--- src/rtl/assert_macros.svh ---
// ----------------------------------------------------------------------------
// assert_macros.svh
// Shared concurrent assertion macros, clocked on clock, off during reset.
// ----------------------------------------------------------------------------
`ifndef ASSERT_MACROS_SVH
`define ASSERT_MACROS_SVH

// same-cycle implication
`define ASSERT_IMPL(label, cond, expr) \
   label: assert property (@(posedge clock) disable iff (reset) (cond) |-> (expr)) \
      else $error("assertion failed: same-cycle implication");

// next-cycle implication
`define ASSERT_NEXT(label, cond, expr) \
   label: assert property (@(posedge clock) disable iff (reset) (cond) |=> (expr)) \
      else $error("assertion failed: next-cycle implication");

`endif

--- src/rtl/cbt_pkg.sv ---
`timescale 1ns / 1ps
// ----------------------------------------------------------------------------
// cbt_pkg
// Widths, payload words and divider handshake types of the Bezier tessellator.
// ----------------------------------------------------------------------------
package cbt_pkg;

   localparam int COORD_BITS = 16;
   localparam int STEP_BITS  = 6;
   localparam int SQ_BITS    = 2 * STEP_BITS;
   // weights are third-degree products of step counts, at most m^3
   localparam int WGT_BITS   = 3 * STEP_BITS;
   localparam int PROD_BITS  = WGT_BITS + COORD_BITS + 1;
   localparam int ACC_BITS   = PROD_BITS;
   localparam int NUM_BITS   = PROD_BITS;
   localparam int CNT_BITS   = $clog2(COORD_BITS + 1);
   localparam int NUM_TERMS  = 4;
   localparam int NUM_AXES   = 3;

   localparam logic [STEP_BITS-1:0]  STEPS_RESET = STEP_BITS'(60);
   localparam logic [COORD_BITS-1:0] SIGN_MASK   = COORD_BITS'(1) << (COORD_BITS - 1);

   typedef logic signed [COORD_BITS-1:0] coord_type;

   typedef struct packed {
      coord_type start_x;
      coord_type start_y;
      coord_type start_z;
      coord_type ctrl1_x;
      coord_type ctrl1_y;
      coord_type ctrl1_z;
      coord_type ctrl2_x;
      coord_type ctrl2_y;
      coord_type ctrl2_z;
      coord_type end_x;
      coord_type end_y;
      coord_type end_z;
   } req_type;

   typedef struct packed {
      coord_type            pos_x;
      coord_type            pos_y;
      coord_type            pos_z;
      logic [STEP_BITS-1:0] sample_index;
      logic                 last_sample;
   } rsp_type;

   typedef struct packed {
      logic                start;
      logic [NUM_BITS-1:0] num;
      logic [WGT_BITS:0]   den;
   } div_req_type;

   typedef struct packed {
      logic                  done;
      logic [COORD_BITS-1:0] quo;
   } div_rsp_type;

endpackage

--- src/rtl/cbt_mul.sv ---
`timescale 1ns / 1ps
// ----------------------------------------------------------------------------
// cbt_mul
// Shared registered multiplier: unsigned weight times signed coordinate.
// ----------------------------------------------------------------------------
module cbt_mul (
   input  logic                                    clock,
   input  logic [cbt_pkg::WGT_BITS-1:0]            mul_a,
   input  logic signed [cbt_pkg::COORD_BITS-1:0]   mul_b,
   output logic signed [cbt_pkg::PROD_BITS-1:0]    prod_ff
);
   import cbt_pkg::*;

   logic signed [PROD_BITS-1:0] prod_in;

   always_comb begin
      prod_in = $signed({1'b0, mul_a}) * mul_b;
   end

   always_ff @(posedge clock) begin
      prod_ff <= prod_in;
   end

endmodule

--- src/rtl/cbt_div.sv ---
`timescale 1ns / 1ps
// ----------------------------------------------------------------------------
// cbt_div
// Restoring divider, one quotient bit per cycle, unsigned operands.
// ----------------------------------------------------------------------------
module cbt_div (
   input  logic                 clock,
   input  logic                 reset,
   input  cbt_pkg::div_req_type div_req,
   output cbt_pkg::div_rsp_type div_rsp
);
   import cbt_pkg::*;

   `include "assert_macros.svh"

   logic [NUM_BITS-1:0]   rem_ff, rem_in;
   logic [NUM_BITS-1:0]   dsh_ff, dsh_in;
   logic [COORD_BITS-1:0] quo_ff, quo_in;
   logic [CNT_BITS-1:0]   cnt_ff, cnt_in;
   logic                  run_ff, run_in;
   logic                  done_ff, done_in;

   always_comb begin
      logic qbit;
      qbit    = 1'b0;
      rem_in  = rem_ff;
      dsh_in  = dsh_ff;
      quo_in  = quo_ff;
      cnt_in  = cnt_ff;
      run_in  = run_ff;
      done_in = 1'b0;
      if (div_req.start) begin
         rem_in = div_req.num;
         dsh_in = NUM_BITS'(div_req.den) << (COORD_BITS - 1);
         quo_in = '0;
         cnt_in = CNT_BITS'(COORD_BITS);
         run_in = 1'b1;
      end else if (run_ff) begin
         if (rem_ff >= dsh_ff) begin
            rem_in = rem_ff - dsh_ff;
            qbit   = 1'b1;
         end
         quo_in = {quo_ff[COORD_BITS-2:0], qbit};
         dsh_in = dsh_ff >> 1;
         cnt_in = cnt_ff - CNT_BITS'(1);
         if (cnt_ff == CNT_BITS'(1)) begin
            run_in  = 1'b0;
            done_in = 1'b1;
         end
      end
   end

   always_ff @(posedge clock) begin
      if (reset) begin
         cnt_ff  <= '0;
         run_ff  <= 1'b0;
         done_ff <= 1'b0;
      end else begin
         cnt_ff  <= cnt_in;
         run_ff  <= run_in;
         done_ff <= done_in;
      end
   end

   always_ff @(posedge clock) begin
      rem_ff <= rem_in;
      dsh_ff <= dsh_in;
      quo_ff <= quo_in;
   end

   assign div_rsp.done = done_ff;
   assign div_rsp.quo  = quo_ff;

   `ASSERT_IMPL(a_div_no_restart, div_req.start, !run_ff)
   `ASSERT_IMPL(a_div_done_stopped, done_ff, !run_ff)
   `ASSERT_IMPL(a_div_count_live, run_ff, cnt_ff != '0)

endmodule

--- src/rtl/cubic_bezier_tessellator_unit.sv ---
`timescale 1ns / 1ps
// ----------------------------------------------------------------------------
// cubic_bezier_tessellator_unit
// Samples a cubic Bezier segment at m+1 evenly spaced steps, rounded exactly.
//
//   channel | ports                          | handshake
//   --------+--------------------------------+----------------------------
//   request | start, busy, req_payload       | taken when start && !busy
//   result  | rsp_strobe, rsp_payload        | one-cycle strobe, no stall
//   csr     | csr_valid, csr_ready, csr_data | written when valid && ready
//
// Each sample runs the weight products (WSS through WSTORE), then per axis
// one MAC step per control point, one drain, one divider load and the
// divider run, then one emit step. The shared multiplier and the
// bit-serial divider set how long a segment takes.
// Reset is synchronous; it returns the step count to 60 and idles the block.
// Results cannot be stalled; busy stays high until the last sample leaves.
// ----------------------------------------------------------------------------
module cubic_bezier_tessellator_unit (
   input  logic                              clock,
   input  logic                              reset,
   input  logic                              start,
   output logic                              busy,
   input  cbt_pkg::req_type                  req_payload,
   output logic                              rsp_strobe,
   output cbt_pkg::rsp_type                  rsp_payload,
   input  logic                              csr_valid,
   output logic                              csr_ready,
   input  logic [cbt_pkg::STEP_BITS-1:0]     csr_data
);
   import cbt_pkg::*;

   `include "assert_macros.svh"

   typedef enum logic [11:0] {
      S_IDLE   = 12'b0000_0000_0001,
      S_WSS    = 12'b0000_0000_0010,
      S_WS3    = 12'b0000_0000_0100,
      S_WS2J   = 12'b0000_0000_1000,
      S_WJJ    = 12'b0000_0001_0000,
      S_WJ3    = 12'b0000_0010_0000,
      S_WJ2S   = 12'b0000_0100_0000,
      S_WSTORE = 12'b0000_1000_0000,
      S_MAC    = 12'b0001_0000_0000,
      S_DRAIN  = 12'b0010_0000_0000,
      S_LOAD   = 12'b0100_0000_0000,
      S_EMIT   = 12'b1000_0000_0000
   } state_type;

   function automatic logic [WGT_BITS-1:0] times3(input logic [WGT_BITS-1:0] x);
      times3 = (x << 1) + x;
   endfunction

   state_type             state_ff, state_in;
   logic                  div_wait_ff, div_wait_in;
   logic [STEP_BITS-1:0]  csr_steps_ff, csr_steps_in;
   logic [STEP_BITS-1:0]  m_ff, m_in;
   logic [STEP_BITS-1:0]  j_ff, j_in;
   logic [1:0]            term_ff, term_in;
   logic [1:0]            coord_ff, coord_in;
   logic [SQ_BITS-1:0]    s2_ff, s2_in;
   logic [SQ_BITS-1:0]    j2_ff, j2_in;
   logic [WGT_BITS-1:0]   m3_ff, m3_in;
   logic [WGT_BITS-1:0]   w_ff [NUM_TERMS];
   logic [WGT_BITS-1:0]   w_in [NUM_TERMS];
   coord_type             pts_ff [NUM_TERMS][NUM_AXES];
   coord_type             pts_in [NUM_TERMS][NUM_AXES];
   coord_type             pos_ff [NUM_AXES];
   coord_type             pos_in [NUM_AXES];
   logic signed [ACC_BITS-1:0] acc_ff, acc_in;

   logic [STEP_BITS-1:0]        s_step;
   logic [WGT_BITS-1:0]         mul_a;
   logic signed [COORD_BITS-1:0] mul_b;
   logic signed [PROD_BITS-1:0] prod_ff;
   div_req_type                 div_req;
   div_rsp_type                 div_rsp;

   cbt_mul u_mul (
      .clock   (clock),
      .mul_a   (mul_a),
      .mul_b   (mul_b),
      .prod_ff (prod_ff)
   );

   cbt_div u_div (
      .clock   (clock),
      .reset   (reset),
      .div_req (div_req),
      .div_rsp (div_rsp)
   );

   assign s_step = m_ff - j_ff;

   always_comb begin
      state_in     = state_ff;
      div_wait_in  = div_wait_ff;
      csr_steps_in = csr_steps_ff;
      m_in         = m_ff;
      j_in         = j_ff;
      term_in      = term_ff;
      coord_in     = coord_ff;
      s2_in        = s2_ff;
      j2_in        = j2_ff;
      m3_in        = m3_ff;
      w_in         = w_ff;
      pts_in       = pts_ff;
      pos_in       = pos_ff;
      acc_in       = acc_ff;
      mul_a        = '0;
      mul_b        = '0;
      div_req.start = 1'b0;
      // num = 2P + m^3 + m^3 * 2^COORD_BITS: the offset keeps it nonnegative
      div_req.num   = NUM_BITS'({acc_ff[ACC_BITS-2:0], 1'b0}) + NUM_BITS'(m3_ff)
                    + (NUM_BITS'(m3_ff) << COORD_BITS);
      div_req.den   = {m3_ff, 1'b0};

      if (csr_valid && csr_ready) begin
         csr_steps_in = csr_data;
      end

      if (div_wait_ff) begin
         // hold until the quotient is back; undo the offset by flipping the sign bit
         if (div_rsp.done) begin
            div_wait_in      = 1'b0;
            pos_in[coord_ff] = $signed(div_rsp.quo ^ SIGN_MASK);
            if (coord_ff == 2'(NUM_AXES - 1)) begin
               state_in = S_EMIT;
            end else begin
               coord_in = coord_ff + 2'd1;
               term_in  = '0;
               state_in = S_MAC;
            end
         end
      end else begin
         case (state_ff)
            S_IDLE: begin
               if (start) begin
                  pts_in[0][0] = req_payload.start_x;
                  pts_in[0][1] = req_payload.start_y;
                  pts_in[0][2] = req_payload.start_z;
                  pts_in[1][0] = req_payload.ctrl1_x;
                  pts_in[1][1] = req_payload.ctrl1_y;
                  pts_in[1][2] = req_payload.ctrl1_z;
                  pts_in[2][0] = req_payload.ctrl2_x;
                  pts_in[2][1] = req_payload.ctrl2_y;
                  pts_in[2][2] = req_payload.ctrl2_z;
                  pts_in[3][0] = req_payload.end_x;
                  pts_in[3][1] = req_payload.end_y;
                  pts_in[3][2] = req_payload.end_z;
                  // zero steps behaves as one
                  m_in     = (csr_steps_ff == '0) ? STEP_BITS'(1) : csr_steps_ff;
                  j_in     = '0;
                  state_in = S_WSS;
               end
            end
            S_WSS: begin
               mul_a    = WGT_BITS'(s_step);
               mul_b    = COORD_BITS'(s_step);
               state_in = S_WS3;
            end
            S_WS3: begin
               s2_in    = prod_ff[SQ_BITS-1:0];
               mul_a    = WGT_BITS'(prod_ff[SQ_BITS-1:0]);
               mul_b    = COORD_BITS'(s_step);
               state_in = S_WS2J;
            end
            S_WS2J: begin
               w_in[0]  = prod_ff[WGT_BITS-1:0];
               mul_a    = WGT_BITS'(s2_ff);
               mul_b    = COORD_BITS'(j_ff);
               state_in = S_WJJ;
            end
            S_WJJ: begin
               w_in[1]  = times3(prod_ff[WGT_BITS-1:0]);
               mul_a    = WGT_BITS'(j_ff);
               mul_b    = COORD_BITS'(j_ff);
               state_in = S_WJ3;
            end
            S_WJ3: begin
               j2_in    = prod_ff[SQ_BITS-1:0];
               mul_a    = WGT_BITS'(prod_ff[SQ_BITS-1:0]);
               mul_b    = COORD_BITS'(j_ff);
               state_in = S_WJ2S;
            end
            S_WJ2S: begin
               w_in[3]  = prod_ff[WGT_BITS-1:0];
               mul_a    = WGT_BITS'(j2_ff);
               mul_b    = COORD_BITS'(s_step);
               state_in = S_WSTORE;
            end
            S_WSTORE: begin
               w_in[2] = times3(prod_ff[WGT_BITS-1:0]);
               // at the first sample s equals m, so its cube is the divisor base
               if (j_ff == '0) begin
                  m3_in = w_ff[0];
               end
               term_in  = '0;
               coord_in = '0;
               state_in = S_MAC;
            end
            S_MAC: begin
               mul_a   = w_ff[term_ff];
               mul_b   = pts_ff[term_ff][coord_ff];
               acc_in  = (term_ff == '0) ? '0 : acc_ff + prod_ff;
               term_in = term_ff + 2'd1;
               if (term_ff == 2'(NUM_TERMS - 1)) begin
                  state_in = S_DRAIN;
               end
            end
            S_DRAIN: begin
               acc_in   = acc_ff + prod_ff;
               state_in = S_LOAD;
            end
            S_LOAD: begin
               div_req.start = 1'b1;
               div_wait_in   = 1'b1;
            end
            S_EMIT: begin
               if (j_ff == m_ff) begin
                  state_in = S_IDLE;
               end else begin
                  j_in     = j_ff + STEP_BITS'(1);
                  state_in = S_WSS;
               end
            end
            default: begin
               state_in = S_IDLE;
            end
         endcase
      end
   end

   always_ff @(posedge clock) begin
      if (reset) begin
         state_ff     <= S_IDLE;
         div_wait_ff  <= 1'b0;
         csr_steps_ff <= STEPS_RESET;
         m_ff         <= STEP_BITS'(1);
         j_ff         <= '0;
         term_ff      <= '0;
         coord_ff     <= '0;
      end else begin
         state_ff     <= state_in;
         div_wait_ff  <= div_wait_in;
         csr_steps_ff <= csr_steps_in;
         m_ff         <= m_in;
         j_ff         <= j_in;
         term_ff      <= term_in;
         coord_ff     <= coord_in;
      end
   end

   always_ff @(posedge clock) begin
      s2_ff  <= s2_in;
      j2_ff  <= j2_in;
      m3_ff  <= m3_in;
      w_ff   <= w_in;
      pts_ff <= pts_in;
      pos_ff <= pos_in;
      acc_ff <= acc_in;
   end

   assign busy       = (state_ff != S_IDLE);
   assign csr_ready  = (state_ff == S_IDLE);
   assign rsp_strobe = (state_ff == S_EMIT);

   assign rsp_payload.pos_x        = pos_ff[0];
   assign rsp_payload.pos_y        = pos_ff[1];
   assign rsp_payload.pos_z        = pos_ff[2];
   assign rsp_payload.sample_index = j_ff;
   assign rsp_payload.last_sample  = (j_ff == m_ff);

   `ASSERT_NEXT(a_accept_goes_busy, start && !busy, busy)
   `ASSERT_NEXT(a_last_frees_block, rsp_strobe && rsp_payload.last_sample, !busy)
   `ASSERT_IMPL(a_steps_nonzero, busy, m_ff != '0)
   `ASSERT_IMPL(a_wait_in_load, div_wait_ff, state_ff == S_LOAD)

endmodule
--- config.mk ---
export PLATFORM = sky130hd
export DESIGN_NAME = cubic_bezier_tessellator_unit
export DESIGN_NICKNAME = d
export VERILOG_FILES = /design/src/rtl/cbt_pkg.sv /design/src/rtl/cbt_mul.sv /design/src/rtl/cbt_div.sv /design/src/rtl/cubic_bezier_tessellator_unit.sv
export VERILOG_INCLUDE_DIRS = /design/src /design/src/rtl
export SDC_FILE = /design/constraint.sdc
export NUM_CORES = 2
export LEC_CHECK = 0
export BUFFER_PORTS_ARGS = -buffer_cell sky130_fd_sc_hd__buf_2
export CORE_MARGIN = 2
export CORE_UTILIZATION = 45
export DETAILED_ROUTE_END_ITERATION = 8
export PLACE_DENSITY_LB_ADDON = 0.08
export SYNTH_ARGS = -nofsm -noshare
export SYNTH_HDL_FRONTEND = slang
export SYNTH_SLANG_ARGS = --single-unit
--- constraint.sdc ---
create_clock -name clock -period 14.85 [get_ports clock]
set_clock_uncertainty 0.05 [all_clocks]
set_input_delay 1.485 -clock clock [delete_from_list [all_inputs] [get_ports clock]]
set_output_delay 1.485 -clock clock [all_outputs]
set_load 0.02 [all_outputs]
==> flow_summary.yaml <==
synth:
  ys_ff_latch: 549
  syn_area_mm2: 0.0363
  ys.flop_type: "edfxtp_1"
  synth_top_cell_by_area: "edfxtp_1"
  synth_area_per_cell_um2: 11.4
  synth_edf_count: 441
  synth.area.top_cells: "edfxtp_1 (36%), fa_1 (13%), ha_1 (9.7%)"
  synth.top_cell.area_share_pct: 36.4
  synth_warnings: 0
  syn_nets: 3907
  postSynthCellCount: 3195
  ys_seq_area_share_pct: 42.4
  synthArstFlopShare_pct: 0
  synth_cell_type_count: 101
die:
  die_w_um: 288
  initial_core_util_pct: 45.3
  ios: 260
  coreArea_mm2: 0.0803
  rows: 104
  floorplan.die_area_mm2: 0.0830
  die_h_um: 288
sta:
  finalSetupViolations: 0
  min_period_over_period_pct: 63.8
  final_hold_viol_count: 0
  fmax_ghz: 0.105
  rsz0062_at_grt: "no"
  hold_ws_ns: 0.403
  fin_setup_tns_ns: 0
  post-route-min-period_ns: 9.48
  slew_violations: 0
  worst_pin_slew_ns: 1.12
  timing.slew.headroom_pct: 25.5
clocking:
  cts_buffers: 59
  postCtsSetupBuffers: 0
  clk_latency_ns: 0.65
  clkTransAtPathRegs_ns: 0.06
  clockBufferDepth: 3
  clock-root-buffer: "clkbuf_16"
  cts_resized: 0
  cts.sinks: 549
  cts_hold_repair.buffers: 0
  htreeDepth: 2
  cts_tree: "built"
route:
  avgViaCountPerCell: 5.39
  via_count: 24600
  antenna_left: 0
  drc_errors: 0
  drt_wl_total_mm: 90.5
  wl_per_cell_um: 19.8
  dr.pass1.iters: 7
  drtIter0Drc: 1362
pwr:
  peakVddDrop_v: 0.000127
  p_per_area_mw_per_mm2: 93.4
  p_total_uw: 3810
  power_leakage_uw: 0.0169
worst_setup_path:
  cpMostUsedCell: "fa_1"
  path_max_fanout: 40
  critical_path.max_stage_delay_ns: 0.75
  crit_required_ns: 15.37
  crit_slowest_cell: "dfxtp_4"
  critical-path-top-delay-family: "adder cells"
  crit_path_end_kind: "flip-flop"
  path_class: "reg2reg"
  crit_buf_inv: 6
  start_kind: "flip-flop"
  cp.arrival_ns: 10.01
placed_design:
  dpl.hpwl_mm: 68.9
  place.port_buffers: 259
  gp_congestion: 0.925
run_status:
  status: "finished, final reports clean"
grt:
  antenna_found_initial: 0
  grt_max_degree: 83
  gr-total-overflow: 0
  grt_pass1_wl_mm: 145
  grt_usage_pct: 22.3
  grt_pass1_vias: 26200
finish:
  layout-drive-gt1-share_pct: 15.5
  area_delta_synth_final_pct: 12.4
  mostFrequentLayoutCells: "edfxtp_1 (441), inv_1 (371), nor2_1 (299), ha_1 (281), buf_2 (259)"
  fin_nets: 4164
  antenna_cells: 0
  final_common_cell: "edfxtp_1"
hold_path:
  min_path_type: "reg2reg"
flow_run:
  drv_cap: 0
per-stage QoR:
step	worst slack (ns)	util (%)	area, um^2	cells
finish	5.37	50.9	40900	4563
floorplan	6.83	-	36300	3195
CTS	5.28	50.9	40900	4563
global placement	5.48	48.4	38800	4451
detailed placement	5.30	48.4	38800	4451
global route	4.88	50.9	40900	4563
path summary, 6_finish.rpt:
kind	from	end	slack, ns	cells after the start
setup / recovery	term_ff[0]	u_mul.prod_ff[32]	5.37	29
setup reg to reg	term_ff[0]	u_mul.prod_ff[32]	5.37	29
hold / removal	w_ff[65]	m3_ff[11]	0.40	0
hold reg to reg	w_ff[65]	m3_ff[11]	0.40	0
metal layers:
layer | vias to the layer above | wire length, um | track usage [%]
met4 | 0 | 1940 | 5.00
met5 | - | 0 | 0
met1 | 12200 | 40500 | 30.1
met2 | 600 | 44000 | 38.6
met3 | 133 | 4060 | 2.58
li1 | 11700 | - | -
state kept, by name, indices dropped and copies added (netlist names), 2 cells and up:
signal and cells:
m_ff 6, s2_ff 12, j_ff 6, state_ff 12, pts_ff 192, csr_steps_ff 6
w_ff 72, u_div.cnt_ff 5, m3_ff 18, term_ff 2, coord_ff 2, rsp_payload 48
u_div.quo_ff 16, u_div.rem_ff 35, u_mul.prod_ff 34, j2_ff 12, acc_ff 34, u_div.dsh_ff 34
synthesized netlist by cell type, drive strengths merged (9+ instances only):
master	instances
dfxtp	108
o22ai	9
xnor2	94
nor2b	45
xor2	49
a221oi	9
mux4	64
a21boi	9
nand2b	60
o21bai	12
clkbuf	53
mux2i	46
a222oi	10
nor3	31
o21ai	89
o21a	21
nand4	17
a211oi	18
nor2	318
nand2	240
fa	229
a21o	62
inv	372
nand3b	13
a31oi	17
ha	281
and2	30
nor3b	11
nand3	50
buf	52
edfxtp	441
a22oi	9
and3	28
nor4	11
a21oi	162
or2	24
or3	13
report_power, final:
part / internal (uW) / leakage [uW] / switching [uW]
Combinational: 146 / 0.0111 / 263
Clock: 884 / 0.000985 / 621
Sequential: 1850 / 0.00480 / 51.5
Total: 2880 / 0.0169 / 935
worst register-to-register path, delay by kind of cell (launching register included):
family                   cells  cell delay (ns)
AO/OA/AOI/OAI                8             2.04
XOR/XNOR                     1             0.16
adder cells (fa/ha/maj)      7             3.35
buffers and inverters        6             1.26
flip-flops                   1             0.75
multiplexers                 2             0.80
AND/OR/NAND/NOR              5             1.02
cells by family after synthesis:
| logic type | share of synthesized area [%] |
|---|---|
| AO/OA/AOI/OAI | 9.12 |
| XOR/XNOR | 3.45 |
| adder cells (fa/ha/maj) | 22.3 |
| buffers and inverters | 5.19 |
| flip-flops | 42.4 |
| multiplexers | 5.36 |
| AND/OR/NAND/NOR | 12.2 |
final cells by class:
| type | count | area, um^2 |
|---|---|---|
| tap | 1060 | 1330 |
| clock buffer | 84 | 1650 |
| sequential | 549 | 15400 |
| timing repair buffer | 301 | 1610 |
| inverter | 372 | 1400 |
| clock inverter | 28 | 363 |
| fill | 7093 | 39400 |
| multi-input combinational | 2169 | 19100 |
(Power assumes the default switching activity.)
